$ cat src/rtl/epr_pkg.sv
// Shared types, codes and constants for the e-paper refresh profile policy.
`timescale 1ns / 1ps
`default_nettype none

package epr_pkg;

    localparam int ACTION_W  = 2;
    localparam int REASON_W  = 4;
    localparam int TURNS_W   = 16;
    localparam int TIME_W    = 32;
    localparam int PROF_W    = 3;
    localparam int CAUSE_W   = 3;
    localparam int COUNT_W   = 16;
    localparam int TOTAL_W   = 32;
    localparam int CFG_IDX_W = 3;
    localparam int CFG_DAT_W = 32;

    // actions
    localparam logic [ACTION_W-1:0] ACT_DECIDE = 2'd0;
    localparam logic [ACTION_W-1:0] ACT_SUBMIT = 2'd1;
    localparam logic [ACTION_W-1:0] ACT_QDONE  = 2'd2;
    localparam logic [ACTION_W-1:0] ACT_CLEAR  = 2'd3;

    // profiles
    localparam logic [PROF_W-1:0] PROF_QUALITY = 3'd0;
    localparam logic [PROF_W-1:0] PROF_TEXT    = 3'd1;
    localparam logic [PROF_W-1:0] PROF_FAST    = 3'd2;
    localparam logic [PROF_W-1:0] PROF_FASTEST = 3'd3;

    // request reasons
    localparam logic [REASON_W-1:0] RSN_BOOT           = 4'd0;
    localparam logic [REASON_W-1:0] RSN_OPEN_BOOK      = 4'd1;
    localparam logic [REASON_W-1:0] RSN_RAPID_TURN     = 4'd3;
    localparam logic [REASON_W-1:0] RSN_MENU_OPEN      = 4'd5;
    localparam logic [REASON_W-1:0] RSN_MENU_CLOSE     = 4'd6;
    localparam logic [REASON_W-1:0] RSN_TOUCH          = 4'd8;
    localparam logic [REASON_W-1:0] RSN_FONT_REFLOW    = 4'd9;
    localparam logic [REASON_W-1:0] RSN_TOC            = 4'd10;
    localparam logic [REASON_W-1:0] RSN_WAKE           = 4'd11;
    localparam logic [REASON_W-1:0] RSN_GHOST_CLEANUP  = 4'd12;
    localparam logic [REASON_W-1:0] RSN_MANUAL_CLEANUP = 4'd13;
    localparam logic [REASON_W-1:0] RSN_ERROR          = 4'd14;

    // cleanup causes
    localparam logic [CAUSE_W-1:0] CAUSE_NONE    = 3'd0;
    localparam logic [CAUSE_W-1:0] CAUSE_FASTEST = 3'd1;
    localparam logic [CAUSE_W-1:0] CAUSE_FAST    = 3'd2;
    localparam logic [CAUSE_W-1:0] CAUSE_READING = 3'd3;
    localparam logic [CAUSE_W-1:0] CAUSE_TIMEOUT = 3'd4;

    // config register indexes
    localparam logic [CFG_IDX_W-1:0] CFG_RAPID_TURNS = 3'd0;
    localparam logic [CFG_IDX_W-1:0] CFG_FASTEST_LIM = 3'd1;
    localparam logic [CFG_IDX_W-1:0] CFG_FAST_LIM    = 3'd2;
    localparam logic [CFG_IDX_W-1:0] CFG_READING_LIM = 3'd3;
    localparam logic [CFG_IDX_W-1:0] CFG_TIMEOUT     = 3'd4;

    localparam logic [COUNT_W-1:0] RST_RAPID_TURNS = 16'd3;
    localparam logic [COUNT_W-1:0] RST_FASTEST_LIM = 16'd3;
    localparam logic [COUNT_W-1:0] RST_FAST_LIM    = 16'd8;
    localparam logic [COUNT_W-1:0] RST_READING_LIM = 16'd12;
    localparam logic [TIME_W-1:0]  RST_TIMEOUT     = 32'd600000;

    typedef struct packed {
        logic [TURNS_W-1:0] rapid_turns_for_fastest;
        logic [COUNT_W-1:0] fastest_cap;
        logic [COUNT_W-1:0] fast_cap;
        logic [COUNT_W-1:0] reading_cap;
        logic [TIME_W-1:0]  quality_timeout_ms;
    } cfg_t;

    // classified item passed from front to back
    typedef struct packed {
        logic [ACTION_W-1:0] action;
        logic [REASON_W-1:0] reason;
        logic                partial;
        logic [TIME_W-1:0]   now_ms;
        logic [PROF_W-1:0]   req_prof;
        logic                check;
        logic [PROF_W-1:0]   sprof;
        logic                spart;
    } q_item_t;

endpackage

`default_nettype wire

$ cat src/rtl/epr_in_if.sv
// Request channel interface: valid/ready plus request fields.
`timescale 1ns / 1ps
`default_nettype none

interface epr_in_if;
    import epr_pkg::*;

    logic                valid;
    logic                ready;
    logic [ACTION_W-1:0] action;
    logic [REASON_W-1:0] req_reason;
    logic                full_screen;
    logic [TURNS_W-1:0]  rapid_turns;
    logic [TIME_W-1:0]   now_ms;
    logic [PROF_W-1:0]   submitted_profile;
    logic                submitted_partial;

    modport source (
        output valid, action, req_reason, full_screen, rapid_turns, now_ms,
               submitted_profile, submitted_partial,
        input  ready
    );

    modport sink (
        input  valid, action, req_reason, full_screen, rapid_turns, now_ms,
               submitted_profile, submitted_partial,
        output ready
    );
endinterface

`default_nettype wire

$ cat src/rtl/epr_out_if.sv
// Result channel interface: valid/ready plus result fields.
`timescale 1ns / 1ps
`default_nettype none

interface epr_out_if;
    import epr_pkg::*;

    logic                valid;
    logic                ready;
    logic [PROF_W-1:0]   requested_profile;
    logic [PROF_W-1:0]   effective_profile;
    logic [REASON_W-1:0] result_reason;
    logic                result_partial;
    logic [TIME_W-1:0]   submitted_time;
    logic                cleanup_forced;
    logic [CAUSE_W-1:0]  cleanup_cause;
    logic [TOTAL_W-1:0]  cleanup_total;

    modport source (
        output valid, requested_profile, effective_profile, result_reason,
               result_partial, submitted_time, cleanup_forced, cleanup_cause,
               cleanup_total,
        input  ready
    );

    modport sink (
        input  valid, requested_profile, effective_profile, result_reason,
               result_partial, submitted_time, cleanup_forced, cleanup_cause,
               cleanup_total,
        output ready
    );
endinterface

`default_nettype wire

$ cat src/rtl/epr_front.sv
// Front end: accepts request items and classifies the reason into a profile.
`timescale 1ns / 1ps
`default_nettype none

module epr_front (
    input  wire logic [epr_pkg::TURNS_W-1:0] rapid_turns_for_fastest,
    epr_in_if.sink                           request,
    input  wire logic                        q_full,
    output logic                             push,
    output epr_pkg::q_item_t                 push_item
);
    import epr_pkg::*;

    logic [PROF_W-1:0] req_prof;
    logic              reading;
    logic              eligible;

    always_comb
    begin
        unique case (request.req_reason)
            RSN_BOOT, RSN_WAKE, RSN_MANUAL_CLEANUP, RSN_GHOST_CLEANUP, RSN_ERROR:
            begin
                req_prof = PROF_QUALITY;
            end
            RSN_OPEN_BOOK, RSN_FONT_REFLOW, RSN_TOC:
            begin
                req_prof = PROF_TEXT;
            end
            RSN_RAPID_TURN:
            begin
                req_prof = (request.rapid_turns >= rapid_turns_for_fastest)
                           ? PROF_FASTEST : PROF_FAST;
            end
            default:
            begin
                req_prof = PROF_FAST;
            end
        endcase
    end

    assign reading  = (req_prof == PROF_FAST) || (req_prof == PROF_FASTEST);
    assign eligible = (request.req_reason != RSN_TOUCH)
                   && (request.req_reason != RSN_MENU_OPEN)
                   && (request.req_reason != RSN_MENU_CLOSE);

    assign request.ready = !q_full;
    assign push          = request.valid && !q_full;

    always_comb
    begin
        push_item.action   = request.action;
        push_item.reason   = request.req_reason;
        push_item.partial  = !request.full_screen;
        push_item.now_ms   = request.now_ms;
        push_item.req_prof = req_prof;
        push_item.check    = reading && eligible;
        push_item.sprof    = request.submitted_profile;
        push_item.spart    = request.submitted_partial;
    end
endmodule

`default_nettype wire

$ cat src/rtl/epr_queue.sv
// Two-entry queue decoupling the classifier from the policy engine.
`timescale 1ns / 1ps
`default_nettype none

module epr_queue (
    input  wire logic             clk,
    input  wire logic             rst_n,
    input  wire logic             push,
    input  wire epr_pkg::q_item_t push_item,
    output logic                  full,
    input  wire logic             pop,
    output logic                  valid,
    output epr_pkg::q_item_t      head_item
);
    import epr_pkg::*;

    q_item_t    mem_reg [2];
    logic       wr_ptr_reg;
    logic       wr_ptr_next;
    logic       rd_ptr_reg;
    logic       rd_ptr_next;
    logic [1:0] count_reg;
    logic [1:0] count_next;

    assign full      = (count_reg == 2'd2);
    assign valid     = (count_reg != 2'd0);
    assign head_item = mem_reg[rd_ptr_reg];

    always_comb
    begin
        wr_ptr_next = push ? !wr_ptr_reg : wr_ptr_reg;
        rd_ptr_next = pop  ? !rd_ptr_reg : rd_ptr_reg;
        count_next  = count_reg + {1'b0, push} - {1'b0, pop};
    end

    always_ff @(posedge clk or negedge rst_n)
    begin
        if (!rst_n)
        begin
            wr_ptr_reg <= 1'b0;
            rd_ptr_reg <= 1'b0;
            count_reg  <= 2'd0;
        end
        else
        begin
            wr_ptr_reg <= wr_ptr_next;
            rd_ptr_reg <= rd_ptr_next;
            count_reg  <= count_next;
        end
    end

    always_ff @(posedge clk)
    begin
        if (push)
        begin
            mem_reg[wr_ptr_reg] <= push_item;
        end
    end
endmodule

`default_nettype wire

$ cat src/rtl/epr_back.sv
// Back end: ghosting counters, cleanup decision and the result register.
`timescale 1ns / 1ps
`default_nettype none

module epr_back (
    input  wire logic             clk,
    input  wire logic             rst_n,
    input  wire epr_pkg::cfg_t    cfg,
    input  wire logic             q_valid,
    input  wire epr_pkg::q_item_t q_item,
    output logic                  pop,
    epr_out_if.source             result
);
    import epr_pkg::*;

    logic [COUNT_W-1:0]  fast_count_reg,     fast_count_next;
    logic [COUNT_W-1:0]  fastest_count_reg,  fastest_count_next;
    logic [COUNT_W-1:0]  partial_count_reg,  partial_count_next;
    logic [COUNT_W-1:0]  reading_count_reg,  reading_count_next;
    logic [TIME_W-1:0]   last_quality_reg,   last_quality_next;
    logic [TOTAL_W-1:0]  total_reg,          total_next;

    logic                out_valid_reg;
    logic [PROF_W-1:0]   req_prof_reg,       req_prof_next;
    logic [PROF_W-1:0]   eff_prof_reg,       eff_prof_next;
    logic [REASON_W-1:0] reason_reg,         reason_next;
    logic                partial_reg,        partial_next;
    logic [TIME_W-1:0]   time_reg,           time_next;
    logic                forced_reg,         forced_next;
    logic [CAUSE_W-1:0]  cause_reg,          cause_next;
    logic [TOTAL_W-1:0]  total_out_reg;

    logic                fastest_hit;
    logic                fast_hit;
    logic                reading_hit;
    logic                timeout_hit;
    logic [TIME_W-1:0]   elapsed;
    logic [CAUSE_W-1:0]  cause;
    logic                quality;

    assign pop = q_valid && (!out_valid_reg || result.ready);

    assign fastest_hit = ({1'b0, fastest_count_reg} + 17'd1) >= {1'b0, cfg.fastest_cap};
    assign fast_hit    = ({1'b0, fast_count_reg} + 17'd1) >= {1'b0, cfg.fast_cap};
    assign reading_hit = ({1'b0, reading_count_reg} + 17'd1) >= {1'b0, cfg.reading_cap};
    assign elapsed     = q_item.now_ms - last_quality_reg;
    assign timeout_hit = (last_quality_reg != '0) && (elapsed >= cfg.quality_timeout_ms);

    always_comb
    begin
        cause = CAUSE_NONE;
        if (q_item.check)
        begin
            priority if (q_item.req_prof == PROF_FASTEST && fastest_hit)
            begin
                cause = CAUSE_FASTEST;
            end
            else if (q_item.req_prof == PROF_FAST && fast_hit)
            begin
                cause = CAUSE_FAST;
            end
            else if (reading_hit)
            begin
                cause = CAUSE_READING;
            end
            else if (timeout_hit)
            begin
                cause = CAUSE_TIMEOUT;
            end
            else
            begin
                cause = CAUSE_NONE;
            end
        end
    end

    always_comb
    begin
        fast_count_next    = fast_count_reg;
        fastest_count_next = fastest_count_reg;
        partial_count_next = partial_count_reg;
        reading_count_next = reading_count_reg;
        last_quality_next  = last_quality_reg;
        total_next         = total_reg;
        quality            = 1'b0;

        req_prof_next = PROF_QUALITY;
        eff_prof_next = PROF_QUALITY;
        reason_next   = '0;
        partial_next  = 1'b0;
        time_next     = '0;
        forced_next   = 1'b0;
        cause_next    = CAUSE_NONE;

        unique case (q_item.action)
            ACT_DECIDE:
            begin
                req_prof_next = q_item.req_prof;
                eff_prof_next = (cause != CAUSE_NONE) ? PROF_QUALITY : q_item.req_prof;
                reason_next   = (cause != CAUSE_NONE) ? RSN_GHOST_CLEANUP : q_item.reason;
                partial_next  = q_item.partial;
                time_next     = q_item.now_ms;
                forced_next   = (cause != CAUSE_NONE);
                cause_next    = cause;
            end
            ACT_SUBMIT:
            begin
                if (q_item.sprof == PROF_QUALITY)
                begin
                    quality = 1'b1;
                end
                else
                begin
                    if (q_item.sprof == PROF_FAST && fast_count_reg != '1)
                    begin
                        fast_count_next = fast_count_reg + 16'd1;
                    end
                    if (q_item.sprof == PROF_FASTEST && fastest_count_reg != '1)
                    begin
                        fastest_count_next = fastest_count_reg + 16'd1;
                    end
                    if ((q_item.sprof == PROF_FAST || q_item.sprof == PROF_FASTEST
                         || q_item.sprof == PROF_TEXT) && reading_count_reg != '1)
                    begin
                        reading_count_next = reading_count_reg + 16'd1;
                    end
                    if (q_item.spart && partial_count_reg != '1)
                    begin
                        partial_count_next = partial_count_reg + 16'd1;
                    end
                end
            end
            ACT_QDONE:
            begin
                quality = 1'b1;
            end
            ACT_CLEAR:
            begin
                fast_count_next    = '0;
                fastest_count_next = '0;
                partial_count_next = '0;
                reading_count_next = '0;
                last_quality_next  = '0;
                total_next         = '0;
            end
            default:
            begin
            end
        endcase

        if (quality)
        begin
            fast_count_next    = '0;
            fastest_count_next = '0;
            partial_count_next = '0;
            reading_count_next = '0;
            last_quality_next  = q_item.now_ms;
            if (total_reg != '1)
            begin
                total_next = total_reg + 32'd1;
            end
        end
    end

    always_ff @(posedge clk or negedge rst_n)
    begin
        if (!rst_n)
        begin
            fast_count_reg    <= '0;
            fastest_count_reg <= '0;
            partial_count_reg <= '0;
            reading_count_reg <= '0;
            last_quality_reg  <= '0;
            total_reg         <= '0;
            out_valid_reg     <= 1'b0;
        end
        else
        begin
            if (pop)
            begin
                fast_count_reg    <= fast_count_next;
                fastest_count_reg <= fastest_count_next;
                partial_count_reg <= partial_count_next;
                reading_count_reg <= reading_count_next;
                last_quality_reg  <= last_quality_next;
                total_reg         <= total_next;
                out_valid_reg     <= 1'b1;
            end
            else if (result.ready)
            begin
                out_valid_reg <= 1'b0;
            end
        end
    end

    always_ff @(posedge clk)
    begin
        if (pop)
        begin
            req_prof_reg  <= req_prof_next;
            eff_prof_reg  <= eff_prof_next;
            reason_reg    <= reason_next;
            partial_reg   <= partial_next;
            time_reg      <= time_next;
            forced_reg    <= forced_next;
            cause_reg     <= cause_next;
            total_out_reg <= total_next;
        end
    end

    assign result.valid             = out_valid_reg;
    assign result.requested_profile = req_prof_reg;
    assign result.effective_profile = eff_prof_reg;
    assign result.result_reason     = reason_reg;
    assign result.result_partial    = partial_reg;
    assign result.submitted_time    = time_reg;
    assign result.cleanup_forced    = forced_reg;
    assign result.cleanup_cause     = cause_reg;
    assign result.cleanup_total     = total_out_reg;
endmodule

`default_nettype wire

$ cat src/rtl/epaper_refresh_mode_policy.sv
// Top level of the e-paper refresh profile policy.
//
// Channels: request (sink) carries one item per refresh event: an action
// (decide, submit, quality completed, clear) with the request fields.
// result (source) returns exactly one item per request item.
// Configuration: cfg_we/cfg_index/cfg_wdata write one register per cycle;
// write only while no request item is in flight.
//
// Path: an accepted item is classified into a two-entry queue, then the
// counter/policy stage loads the result register when the result side
// is ready.
// Throughput: one item per cycle while result.ready stays high, with the
// counter update in the policy stage.
// Stall: while result.ready is low the result register holds; the queue
// takes up to two more items, then request.ready drops.
// Reset: counters, last quality time and cleanup total go to zero, the
// queue and result register empty, registers take their default values.
`timescale 1ns / 1ps
`default_nettype none

module epaper_refresh_mode_policy (
    input  wire logic                          clk,
    input  wire logic                          rst_n,
    epr_in_if.sink                             request,
    epr_out_if.source                          result,
    input  wire logic                          cfg_we,
    input  wire logic [epr_pkg::CFG_IDX_W-1:0] cfg_index,
    input  wire logic [epr_pkg::CFG_DAT_W-1:0] cfg_wdata
);
    import epr_pkg::*;

    cfg_t    cfg_reg;
    cfg_t    cfg_next;
    logic    q_full;
    logic    push;
    q_item_t push_item;
    logic    q_valid;
    q_item_t head_item;
    logic    pop;

    always_comb
    begin
        cfg_next = cfg_reg;
        if (cfg_we)
        begin
            unique case (cfg_index)
                CFG_RAPID_TURNS: cfg_next.rapid_turns_for_fastest = cfg_wdata[TURNS_W-1:0];
                CFG_FASTEST_LIM: cfg_next.fastest_cap             = cfg_wdata[COUNT_W-1:0];
                CFG_FAST_LIM:    cfg_next.fast_cap                = cfg_wdata[COUNT_W-1:0];
                CFG_READING_LIM: cfg_next.reading_cap             = cfg_wdata[COUNT_W-1:0];
                CFG_TIMEOUT:     cfg_next.quality_timeout_ms      = cfg_wdata[TIME_W-1:0];
                default:
                begin
                end
            endcase
        end
    end

    always_ff @(posedge clk or negedge rst_n)
    begin
        if (!rst_n)
        begin
            cfg_reg.rapid_turns_for_fastest <= RST_RAPID_TURNS;
            cfg_reg.fastest_cap             <= RST_FASTEST_LIM;
            cfg_reg.fast_cap                <= RST_FAST_LIM;
            cfg_reg.reading_cap             <= RST_READING_LIM;
            cfg_reg.quality_timeout_ms      <= RST_TIMEOUT;
        end
        else
        begin
            cfg_reg <= cfg_next;
        end
    end

    epr_front u_front (
        .rapid_turns_for_fastest (cfg_reg.rapid_turns_for_fastest),
        .request                 (request),
        .q_full                  (q_full),
        .push                    (push),
        .push_item               (push_item)
    );

    epr_queue u_queue (
        .clk       (clk),
        .rst_n     (rst_n),
        .push      (push),
        .push_item (push_item),
        .full      (q_full),
        .pop       (pop),
        .valid     (q_valid),
        .head_item (head_item)
    );

    epr_back u_back (
        .clk     (clk),
        .rst_n   (rst_n),
        .cfg     (cfg_reg),
        .q_valid (q_valid),
        .q_item  (head_item),
        .pop     (pop),
        .result  (result)
    );
endmodule

`default_nettype wire
$ cat src/flat_wrapper.sv
// flat-port wrapper written by rule: the top's interface ports become plain ports
module epaper_refresh_mode_policy_flat import epr_pkg::*;
  (clk, rst_n, cfg_we, cfg_index, cfg_wdata, request_valid, request_action, request_req_reason, request_full_screen, request_rapid_turns, request_now_ms, request_submitted_profile, request_submitted_partial, request_ready, result_valid, result_requested_profile, result_effective_profile, result_result_reason, result_result_partial, result_submitted_time, result_cleanup_forced, result_cleanup_cause, result_cleanup_total, result_ready);
  epr_in_if request_i ();
  epr_out_if result_i ();
  input  wire logic clk;
  input  wire logic rst_n;
  input  wire logic cfg_we;
  input  wire logic [epr_pkg::CFG_IDX_W-1:0] cfg_index;
  input  wire logic [epr_pkg::CFG_DAT_W-1:0] cfg_wdata;
  input wire logic [$bits(request_i.valid)-1:0] request_valid;
  input wire logic [$bits(request_i.action)-1:0] request_action;
  input wire logic [$bits(request_i.req_reason)-1:0] request_req_reason;
  input wire logic [$bits(request_i.full_screen)-1:0] request_full_screen;
  input wire logic [$bits(request_i.rapid_turns)-1:0] request_rapid_turns;
  input wire logic [$bits(request_i.now_ms)-1:0] request_now_ms;
  input wire logic [$bits(request_i.submitted_profile)-1:0] request_submitted_profile;
  input wire logic [$bits(request_i.submitted_partial)-1:0] request_submitted_partial;
  output wire logic [$bits(request_i.ready)-1:0] request_ready;
  output wire logic [$bits(result_i.valid)-1:0] result_valid;
  output wire logic [$bits(result_i.requested_profile)-1:0] result_requested_profile;
  output wire logic [$bits(result_i.effective_profile)-1:0] result_effective_profile;
  output wire logic [$bits(result_i.result_reason)-1:0] result_result_reason;
  output wire logic [$bits(result_i.result_partial)-1:0] result_result_partial;
  output wire logic [$bits(result_i.submitted_time)-1:0] result_submitted_time;
  output wire logic [$bits(result_i.cleanup_forced)-1:0] result_cleanup_forced;
  output wire logic [$bits(result_i.cleanup_cause)-1:0] result_cleanup_cause;
  output wire logic [$bits(result_i.cleanup_total)-1:0] result_cleanup_total;
  input wire logic [$bits(result_i.ready)-1:0] result_ready;
  assign request_i.valid = request_valid;
  assign request_i.action = request_action;
  assign request_i.req_reason = request_req_reason;
  assign request_i.full_screen = request_full_screen;
  assign request_i.rapid_turns = request_rapid_turns;
  assign request_i.now_ms = request_now_ms;
  assign request_i.submitted_profile = request_submitted_profile;
  assign request_i.submitted_partial = request_submitted_partial;
  assign request_ready = request_i.ready;
  assign result_valid = result_i.valid;
  assign result_requested_profile = result_i.requested_profile;
  assign result_effective_profile = result_i.effective_profile;
  assign result_result_reason = result_i.result_reason;
  assign result_result_partial = result_i.result_partial;
  assign result_submitted_time = result_i.submitted_time;
  assign result_cleanup_forced = result_i.cleanup_forced;
  assign result_cleanup_cause = result_i.cleanup_cause;
  assign result_cleanup_total = result_i.cleanup_total;
  assign result_i.ready = result_ready;
  epaper_refresh_mode_policy u_core (.clk(clk), .rst_n(rst_n), .request(request_i), .result(result_i), .cfg_we(cfg_we), .cfg_index(cfg_index), .cfg_wdata(cfg_wdata));
endmodule
$ cat config.mk
export PLATFORM = sky130hd
export DESIGN_NAME = epaper_refresh_mode_policy_flat
export DESIGN_NICKNAME = d
export VERILOG_FILES = /design/src/rtl/epr_pkg.sv /design/src/rtl/epr_in_if.sv /design/src/rtl/epr_out_if.sv /design/src/rtl/epr_front.sv /design/src/rtl/epr_queue.sv /design/src/rtl/epr_back.sv /design/src/rtl/epaper_refresh_mode_policy.sv /design/src/flat_wrapper.sv
export SDC_FILE = /design/constraint.sdc
export NUM_CORES = 1
export LEC_CHECK = 0
export ABC_AREA = 1
export BUFFER_PORTS_ARGS = -buffer_cell sky130_fd_sc_hd__buf_4
export CAP_MARGIN = 10
export CORE_ASPECT_RATIO = 0.9
export CORE_MARGIN = 1.5
export CORE_UTILIZATION = 45
export DETAILED_ROUTE_END_ITERATION = 8
export PLACE_DENSITY = 0.6
export REMOVE_ABC_BUFFERS = 1
export SYNTH_ARGS = -nofsm -noshare
export SYNTH_HDL_FRONTEND = slang
export SYNTH_HIERARCHICAL = 1
export SYNTH_SLANG_ARGS = --single-unit
$ cat constraint.sdc
create_clock -name clk -period 6 [get_ports clk]
set_input_delay 1.5 -clock clk [delete_from_list [all_inputs] [get_ports clk]]
set_output_delay 1.5 -clock clk [all_outputs]
set_load 0.02 [all_outputs]
Yosys cells after proc, flatten, opt, wreduce, memory -nomap -nowiden
Memories as Yosys holds them, arrays and structs flattened. Cells that the tools add are included.

Bits in registers: 292. Word-level logic and storage cells: 147. RAM bits: 92. Memories: 1.

$lt $le $gt $ge: 5. Reduce and logical (&&, ||, !) cells: 42. Muxes and demuxes: 31. Add/sub/neg operators: 10. Bitwise operators: 1. Equal/unequal tests: 34.

Memories: u_core.u_queue.mem_reg (depth 2, width 46, read ports 1, clocked after Yosys merged registers in 0, write ports 1, line epr_queue.sv:17) `q_item_t mem_reg [2];`.

Operator list (number): 32-bit two-way mux (5); 16-bit two-way mux (9); 16-bit one-hot mux with 2 select lines (3); 16-bit by 1-bit adder with 17-bit output (second input constant) (3); 17-bit by 16-bit greater-or-equal comparator with 1-bit output (3); 16-bit by 1-bit adder with 16-bit output (second input constant) (3); 16-bit != test (second input constant) (3); 32-bit by 1-bit adder with 32-bit output (second input constant) (1); 32-bit greater-or-equal comparator (1); 32-bit != test (second input constant) (1); 32-bit nonzero test (1); 32-bit subtractor (1); 3-bit by 2-bit == test with 1-bit output (second input constant) (8); 4-bit == test (second input constant) (6); 16-bit greater-or-equal comparator (1); 3-bit two-way mux (5); 3-bit != test (second input constant) (4); 2-bit AND reduction (6); 4-bit AND reduction (3); 1-bit logical AND (11); 4-bit by 3-bit != test with 1-bit output (second input constant) (2); 2-bit == test (second input constant) (3); 3-bit by 1-bit == test with 1-bit output (second input constant) (2); 3-bit logical NOT (2); other kinds (21) (36).

Longest topological paths before layout
Gate-level depths: netlist of the first run. An unclocked memory read counts as a cell.

Depth in word-level cells: 11. Gate-level depth with buffers: 30. Mapped depth without buffers: 28.

Hierarchy
The synthesis of the first run kept the hierarchy.

Modules (own cells, without submodules): epr_back (area each 13361.6 µm², instances 1, cells each 1730); epaper_refresh_mode_policy (area each 3861.2 µm², instances 1, cells each 426); epr_queue (area each 3701.0 µm², instances 1, cells each 270); epr_front (area each 878.3 µm², instances 1, cells each 140).

Worst setup path before layout of the first run
No wires, ideal clock.

Path kind: input port to flip-flop. From: input result_ready. To: register u_core.u_queue.count_reg[1]. Required time: 5884 ps. Stages on the path: 13. Path buffers: 3. Path slack: 376 ps. Data arrival time: 5508 ps. Library setup time: 116 ps. Cell sequence: inv_1 > nand2_1 > nand2_1 > clkbuf_1 > inv_1 > clkbuf_1 > buf_1 > ha_1 > inv_1 > ha_1 > inv_1 > nand2_1 > nand2_1.

Longest elaborated chain between the ends: 3.

RTL lines: start: declaration (line flat_wrapper.sv:29) `input wire logic [$bits(result_i.ready)-1:0] result_ready;`; 1-bit logical OR (line epr_back.sv:41) `assign pop = q_valid && (!out_valid_reg || result.ready);`; 1-bit logical AND (line epr_back.sv:41); net u_core.pop (line epaper_refresh_mode_policy.sv:39) `logic pop;`; 2-bit by 1-bit subtractor with 2-bit output (line epr_queue.sv:33) `count_next = count_reg + {1'b0, push} - {1'b0, pop};`; net u_core.u_queue.count_next[1] (line epr_queue.sv:23) `logic [1:0] count_next;`; end signal: assignment (line epr_queue.sv:48) `count_reg <= count_next;`; end: declaration (line epr_queue.sv:22) `logic [1:0] count_reg;`.

The timed path passes the listed nets, and every way through them passes these cells. A chain may end at the register's enable or synchronous reset.

==> summary by stage, run 1 <==
Run status
The run finished with clean final reports.

Critical path
STA puts the critical path data arrival time at around 5.5 ns. The data required time of the worst path is 6.30 ns. STA classifies the critical path startpoint as a flip-flop.

In this design, the critical path's most frequently occurring cell is sky130_fd_sc_hd__nand2_1. The family with the most delay on the worst path is compound AO/OA/AOI/OAI gates. The critical path startpoint is u_core/u_queue/rd_ptr_reg$_DFFE_PN0P_. On the worst path, the slowest cell contributes a delay of just over 0.9 ns. The maximum fanout along the worst path is 56. Counting both buffers and inverters, the worst setup path holds a total of 1. Traced cell by cell, the critical path runs through o21ai_0 > ha_1 > nand3_1 > nand2_1 > a21oi_1 > o21bai_1 > a31oi_1 > o21ai_0 > nand2_1 > nand3_1 > nand2_1 > ha_1 > a21oi_1 > o21ai_0 > nand2_1 > a21oi_1 > nor2_1 > nand3_1 > nand2_1 > inv_1 > nand3_1 > nand2_1 > nand2_1 > nand2_1.

The highest-delay cell along the critical path is sky130_fd_sc_hd__dfrtp_2. The worst register-to-register path begins at u_core/u_queue/rd_ptr_reg$_DFFE_PN0P_. The category of the most critical setup path is flip-flop to flip-flop.

The worst setup path is captured at a flip-flop.

Clocking
The number of buffers created by CTS is between 40 and 50. TritonCTS built the clock tree. The number of hold buffers added after CTS was 0. The total clock sinks is 384. After clock tree synthesis, the clock-pin slew on the worst setup and hold paths is 0.06 ns. The later pin in the worst-skew pair is clocked with a latency of 0.56 ns.

The post-CTS repair timing setup buffer count is 0. The H-tree generated during clock tree synthesis spans 2 levels. Clock tree synthesis selected as its root buffer the cell sky130_fd_sc_hd__clkbuf_16. No sink is reached through more buffers than the 3 on the longest clock path. Gates resized during post-CTS repair numbered 0.

Placed design
The number of input and output port buffers inserted is roughly 180. The routability congestion estimate is 0.886. The detailed placer's ending HPWL is about 37000 microns.

Cells and area
The number of nets in the layout is just under 3000. The library cell used most frequently in the layout, excluding fill and tap cells, is sky130_fd_sc_hd__nand2_1. The number of filler cells placed in the layout is ~4600. The antenna diode instance count is 0. The number of flip-flops under the largest register name is 96. In the layout the commonest cells are 661 x sky130_fd_sc_hd__nand2_1, 433 x sky130_fd_sc_hd__inv_1, 197 x sky130_fd_sc_hd__dfrtp_1.

The area taken by multi-input logic gates is 8900 sq um. The area growth from synthesis to layout is 13.9%. The combined flip-flop and latch cell area is 10500 sq um. Of the cells placed in the final design, the portion with a size suffix greater than 1 is between 10% and 20%.

Detailed routing
For this run, design rule violations remaining after detail routing come to 0. After detailed routing, the total wire length is 51100 microns. The via count is 16852. The detail route stage leaves a number of antenna-violating nets equal to 0.

The number of iterations in the first detailed-routing pass is 7. The via-per-instance ratio is 5.04. The detail-routed net length per standard cell is 15.3 microns.

The first routing iteration left 1151 violations.

Floorplanning
The floorplan step defined a die boundary enclosing 49600 sq um. During I/O placement, the number of pins put on the boundary was 180. Measured along the y axis, the die boundary spans roughly 210 microns.

The width of the die is 235 microns. In this run the core area contains 76 standard-cell rows. The total area inside the core boundary comes to about 48000 sq um. The starting density of the core is 45.5%.

Logic synthesis
The combined area of all synthesized cells is 21700 sq um. Synthesis handed over a netlist of 2560 instances. The average instance area after synthesis is 8.49 sq um.

During synthesis, Yosys emitted a total of 6 warnings.

Timing
The worst pin sits at a relative slew slack of 31.8%. The worst clock skew on the final layout is 0.0153 ns. Dividing the final minimum period by the clock period gives 87.1%. Across all hold checks on the routed design, the worst slack comes to 0.464 ns.

The number of hold violations in the final report is 0. The count of pins over their slew limit is 0. The worst-margin pin slew is 1.02 ns.

The maximum operating frequency is 191 MHz. The minimum clock period after layout is approximately 5.2 ns. The sum of negative setup slack is 0 ns.

Setup repair after global routing left no endpoint under its margin. The count of final setup violators is 0.

Power and ir drop
Dividing total power by cell area gives a power density of between 500 and 600 nW/um^2. The leakage power summed over all cells is around 12 nW. The worst IR drop on VDD is 0.314 mV.

Global route
The number of antenna violations at the first check in global routing is 1. The via count of the first global-routing pass was around 17000. The overflow left after global routing is 0.

The largest net degree at the start of global routing is 100. Global routing used 20.9% of the available tracks. The first-pass GRT wire length is approximately 83000 microns.

Job
The max capacitance violation total is 0.

Hold path
The class of the worst hold path is flip-flop to flip-flop. The startpoint of the most critical hold path is u_core/cfg_reg[9]$_DFFE_PN1P_.
routing by layer:
layer  part of all wire (%)  GRT usage [%]  vias to the layer above
met1                     46           28.4                     7987
met2                     48           35.3                      285
li1                       -              -                     8523
met3                    3.9           2.84                       57
met4                    1.6           5.07                        0
met5                      0              0                        -
path summary, 6_finish.rpt:
check                                                                       to  slack (ns)  cells after the start
min reg2reg                                      u_core/cfg_reg[9]$_DFFE_PN1P_        0.46                      2
max in group asynchronous                u_core/u_queue/rd_ptr_reg$_DFFE_PN0P_        3.75                      2
min                                              u_core/cfg_reg[9]$_DFFE_PN1P_        0.46                      2
max                        u_core/u_back/result.result_reason[2]$_SDFFCE_PP0P_        0.77                     24
min in group asynchronous                       u_core/cfg_reg[95]$_DFFE_PN0P_        1.03                      1
max reg2reg                u_core/u_back/result.result_reason[2]$_SDFFCE_PP0P_        0.77                     24
power by group:
| part | leakage (nW) | switching [mW] | internal (mW) |
|---|---|---|---|
| sequential | 4.42 | 0.417 | 3.69 |
| clock | 0.702 | 1.07 | 1.62 |
| combinational | 7.01 | 4.24 | 2.28 |
| total | 12.1 | 5.73 | 7.59 |
worst reg2reg max path: stages, from the launching register on:
cell,delay (ns)
sky130_fd_sc_hd__dfrtp_2,0.92
sky130_fd_sc_hd__o21ai_0,0.53
sky130_fd_sc_hd__ha_1,0.43
sky130_fd_sc_hd__nand3_1,0.07
sky130_fd_sc_hd__nand2_1,0.11
sky130_fd_sc_hd__a21oi_1,0.15
sky130_fd_sc_hd__o21bai_1,0.39
sky130_fd_sc_hd__a31oi_1,0.21
sky130_fd_sc_hd__o21ai_0,0.37
sky130_fd_sc_hd__nand2_1,0.14
sky130_fd_sc_hd__nand3_1,0.09
sky130_fd_sc_hd__nand2_1,0.07
sky130_fd_sc_hd__ha_1,0.28
sky130_fd_sc_hd__a21oi_1,0.15
sky130_fd_sc_hd__o21ai_0,0.10
sky130_fd_sc_hd__nand2_1,0.07
sky130_fd_sc_hd__a21oi_1,0.06
sky130_fd_sc_hd__nor2_1,0.08
sky130_fd_sc_hd__nand3_1,0.12
sky130_fd_sc_hd__nand2_1,0.08
sky130_fd_sc_hd__inv_1,0.05
sky130_fd_sc_hd__nand3_1,0.09
sky130_fd_sc_hd__nand2_1,0.16
sky130_fd_sc_hd__nand2_1,0.16
sky130_fd_sc_hd__nand2_1,0.08
metrics by stage:
| step | utilization (%) | instance area, sq um | worst slack (ns) | total power [mW] | cells |
|---|---|---|---|---|---|
| 2_1_floorplan | - | 21000 | 0.415 | 8.62 | 2451 |
| 6_report | 51.8 | 24700 | 0.771 | 13.3 | 3346 |
| 3_5_place_dp | 48.8 | 23300 | 0.809 | 10.7 | 3267 |
| 3_3_place_gp | 48.8 | 23300 | 0.863 | 10.5 | 3267 |
| 4_1_cts | 51.8 | 24700 | 0.785 | 13.4 | 3346 |
| 5_1_grt | 51.8 | 24700 | 0.0890 | 14.5 | 3346 |
area by class of cell:
cell class              instances  area share (%)
flip-flops and latches        384            42.4
multi-input cells            1624            36.0
inverters                     443            6.74
repair buffers                192            5.90
clock buffers                  65            5.23
well taps                     624            3.16
clock inverters                14           0.627
No activity file was read; power rests on OpenSTA's default activity.
==> inputs of run 2 (changes only) <==
--- a/config.mk
+++ b/config.mk
@@ -12,7 +12,7 @@
 export CORE_MARGIN = 1.5
 export CORE_UTILIZATION = 45
 export DETAILED_ROUTE_END_ITERATION = 8
-export PLACE_DENSITY = 0.6
+export PLACE_DENSITY_LB_ADDON = 0.25
 export REMOVE_ABC_BUFFERS = 1
 export SYNTH_ARGS = -nofsm -noshare
 export SYNTH_HDL_FRONTEND = slang
==> run 2 against run 1 <==
  * The run now ends with DRC left
  * Clock power rose by 3%
  * Die area did not move
  * Largest cell class unchanged
  * Global-route usage barely moved
  * Maximum frequency rose by 4.1%
  * Total power rose by 0.35%
  * Combinational power barely moved
  * Worst hold slack got worse by 0.00069 ns
  * Highest routed layer is now met5
  * Cell count did not move
  * Register-to-register slack improved by 0.21 ns
  * Count of clock-buffer cells in the layout rose by 3
==> summary by stage, run 2 (same netlist as run 1, synthesis figures left out) <==
Run status
The run finished, with violations left. The final reports fail on DRC.

Critical path
In this run the register-to-register setup slack is 0.98 ns. The worst setup path is launched from a flip-flop. The worst setup path is of the flip-flop to flip-flop kind. The highest-delay cell along the critical path is sky130_fd_sc_hd__dfrtp_2. In this design, the stage delay of the slowest critical-path cell is 0.81 ns.

In this run the worst path has a maximum fanout of 45. The length in cells of the worst reg-to-reg path is 22. The library cell appearing most often on the critical path is sky130_fd_sc_hd__nand2_1.

The startpoint identified for the worst register-to-register timing path is u_core/u_queue/rd_ptr_reg$_DFFE_PN0P_. The reg-to-reg critical path endpoint is u_core/u_back/result.result_reason[2]$_SDFFCE_PP0P_. Counting both buffers and inverters, the worst setup path holds a total of 2. STA classifies the critical path endpoint as a flip-flop. The signal on the critical path passes through buf_4 > o21ai_0 > ha_1 > nand2_1 > nor4_1 > nand2_1 > o211ai_1 > a31oi_1 > xor2_1 > ha_1 > nand2_1 > nor2_1 > nand2_1 > nor4_1 > nand2_1 > nand3_1 > nand2_1 > inv_1 > nand3_1 > nand2_1 > nand2_1 > nand2_1. Data on the critical path is required at its endpoint by 6.43 ns. Data on the critical path arrives at its endpoint at ~5.5 ns.

The cell family contributing the most delay on the critical path is simple AND/OR/NAND/NOR gates.

Detailed routing
The first TritonRoute pass finished after 9 iterations. In the final routed layout, each cell accounts on average for roughly 15 microns. The final wirelength is slightly above 50000 microns.

The number of DRC markers in iteration 0 is 1093. In the routed layout, each cell is associated on average with a via count of 5.06. Across all layers, the routed design uses 16928 vias. In this run the remaining antenna-violating nets after routing total 0.

The remaining design rule violation count is 12.

Cells and area
The register with the most flip-flops in the layout has 96 of them. The fraction of final layout cells sized beyond drive strength 1 is 12.0%. In the layout the commonest cells are 661 x sky130_fd_sc_hd__nand2_1, 433 x sky130_fd_sc_hd__inv_1, 197 x sky130_fd_sc_hd__dfrtp_1. The number of nets in the layout is 2924. The most common cell after layout, fill and taps aside is sky130_fd_sc_hd__nand2_1. After the flow finishes, the layout carries non-filler instances totaling ~3300. Compared with the post-synthesis result, the final layout area differs by 14.1%.

Floorplanning
The area inside the core boundary is 47700 sq um. The die covers ~50000 sq um. The initial utilization of the core area, before any placement, comes to between 40% and 50%. The number of top-level pins is 180. The floorplan step set the die height to 211 microns. The number of placement rows is 76.

From left edge to right edge, the die measures approximately 230 microns.

Placed design
The routability congestion estimate is 0.895. At the placement stage, the worst setup path has a slack of 0.968 ns. In this run the tool buffered the top-level ports with around 180 buffer cells. Including well taps, the total number of placed cells is roughly 3300. Detailed placement ended at an HPWL of 37100 microns.

Power and ir drop
The design draws 13.4 mW. Summed over all cells, the static leakage comes to around 12 nW. The worst IR drop on VDD is roughly 0.29 mV. Dividing total power by cell area gives a power density of between 500 and 600 nW/um^2.

Global route
The first-pass GRT wire length is 83000 microns. The number of antenna violations at the first check in global routing is 2. The largest net degree at the start of global routing is approximately 120. The overflow left after global routing is 0. The via count of the first global-routing pass was 16507.

For this run, the total global-route usage over all layers was measured as 20.9%.

Timing
The worst path meets setup with just under 1 ns of slack. The worst slew margin relative to its limit is 28.9%. Setup total negative slack on the finished layout was measured at 0 ns.

The minimum clock period after layout is 5.02 ns. For the pin with the worst max-slew slack, the measured transition is 1.07 ns. The number of hold violations in the final report came to 0. Timing would allow up to 199 MHz.

Setup repair after global routing left no endpoint under its margin. Setup violations remaining at the end of the flow were counted as 0. The count of pins over their slew limit was 0. Of the available clock period, the critical path in the final layout requires 83.7%.

On the final layout, the worst clock skew is about 0.016 ns.

Hold path
The startpoint of the most critical hold path is u_core/cfg_reg[81]$_DFFE_PN1P_. The endpoint with the worst hold slack is u_core/cfg_reg[81]$_DFFE_PN1P_. The path class of the tightest hold or removal check is flip-flop to flip-flop. Counting instances, the worst hold path has a depth of 2.

Job
Max-cap violations in this run came to 0.

Clocking
The total clock sinks is 384. Post-CTS timing repair inserted 0 buffers for setup. After clock tree synthesis, the repair step resized 0 gates.

The clock latency on the worst-skew pair is 0.56 ns. The tree is rooted in a sky130_fd_sc_hd__clkbuf_16. Buffers inserted during clock tree synthesis total 43. Clock-pin slew was measured on the worst setup and hold paths at ~0.06 ns.

The H-tree level count is 2. The buffer levels on the longest clock path is 3. For this design, the CTS-stage hold fixing added 0 buffers. TritonCTS built the clock tree.
-- run 2: changes by cell type in the layout (fill, tap and decap cells not counted), sizes merged --
cell and change:
buf -2, bufinv +1, clkbuf +3, clkinv -3, clkinvlp -1, diode +2
-- run 2: worst max-delay path by stage --
| stage | startpoint | endpoint | slack (ns) | cells past startpoint |
|---|---|---|---|---|
| global route | u_core/u_queue/rd_ptr_reg$_DFFE_PN0P_ | u_core/u_back/result.result_reason[2]$_SDFFCE_PP0P_ | 0.31 | 22 |
| finish | u_core/u_queue/rd_ptr_reg$_DFFE_PN0P_ | u_core/u_back/result.result_reason[2]$_SDFFCE_PP0P_ | 0.98 | 22 |
| CTS | u_core/u_queue/rd_ptr_reg$_DFFE_PN0P_ | u_core/u_back/result.result_reason[2]$_SDFFCE_PP0P_ | 0.95 | 25 |
| global placement | u_core/u_queue/rd_ptr_reg$_DFFE_PN0P_ | u_core/u_back/result.result_reason[2]$_SDFFCE_PP0P_ | 1.06 | 25 |
| floorplan | result_ready | u_core/u_queue/count_reg[1]$_DFF_PN0_ | 0.41 | 10 |
| detailed placement | u_core/u_queue/rd_ptr_reg$_DFFE_PN0P_ | u_core/u_back/result.result_reason[3]$_SDFFCE_PP0P_ | 0.97 | 25 |
-- run 2: report_power, final --
| group | switching [mW] | total, mW | internal [mW] |
|---|---|---|---|
| logic | 4.24 | 6.50 | 2.26 |
| clock network | 1.06 | 2.76 | 1.70 |
| registers | 0.409 | 4.10 | 3.69 |
-- run 2: metrics by stage --
step / utilization [%] / instance area, sq um / hold slack (ns)
after floorplan: - / 21000 / 0.442
after global placement: 48.8 / 23300 / 0.455
after detailed placement: 48.8 / 23300 / 0.455
after CTS: 51.9 / 24800 / 0.464
after global routing: 51.9 / 24800 / 0.478
final: 51.9 / 24800 / 0.463
-- run 2: per-layer routing --
layer,vias up,GRT usage [%],routed length [microns]
li1,8512,-,-
met1,7972,28.2,23100
met2,366,34.9,24100
met3,76,3.14,2580
met4,2,5.80,1040
met5,-,0,8
-- run 2: area by class of cell --
type                            count  area (sq um)
Fill cell                        4461         23000
Sequential cell                   384         10500
Multi-Input combinational cell   1624          8900
Inverter                          443          1670
Timing Repair Buffer              190          1450
Clock buffer                       68          1330
Tap cell                          624           781
Clock inverter                     11           160
Antenna cell                        2          5.00
-- run 2: worst register-to-register path, stage by stage, from the launching register on --
cell and delay, ns:
sky130_fd_sc_hd__dfrtp_2 0.81, sky130_fd_sc_hd__buf_4 0.44, sky130_fd_sc_hd__o21ai_0 0.23, sky130_fd_sc_hd__ha_1 0.42
sky130_fd_sc_hd__nand2_1 0.14, sky130_fd_sc_hd__nor4_1 0.28, sky130_fd_sc_hd__nand2_1 0.08, sky130_fd_sc_hd__o211ai_1 0.37
sky130_fd_sc_hd__a31oi_1 0.16, sky130_fd_sc_hd__xor2_1 0.18, sky130_fd_sc_hd__ha_1 0.28, sky130_fd_sc_hd__nand2_1 0.06
sky130_fd_sc_hd__nor2_1 0.14, sky130_fd_sc_hd__nand2_1 0.11, sky130_fd_sc_hd__nor4_1 0.27, sky130_fd_sc_hd__nand2_1 0.09
sky130_fd_sc_hd__nand3_1 0.12, sky130_fd_sc_hd__nand2_1 0.06, sky130_fd_sc_hd__inv_1 0.09, sky130_fd_sc_hd__nand3_1 0.10
sky130_fd_sc_hd__nand2_1 0.21, sky130_fd_sc_hd__nand2_1 0.14, sky130_fd_sc_hd__nand2_1 0.09
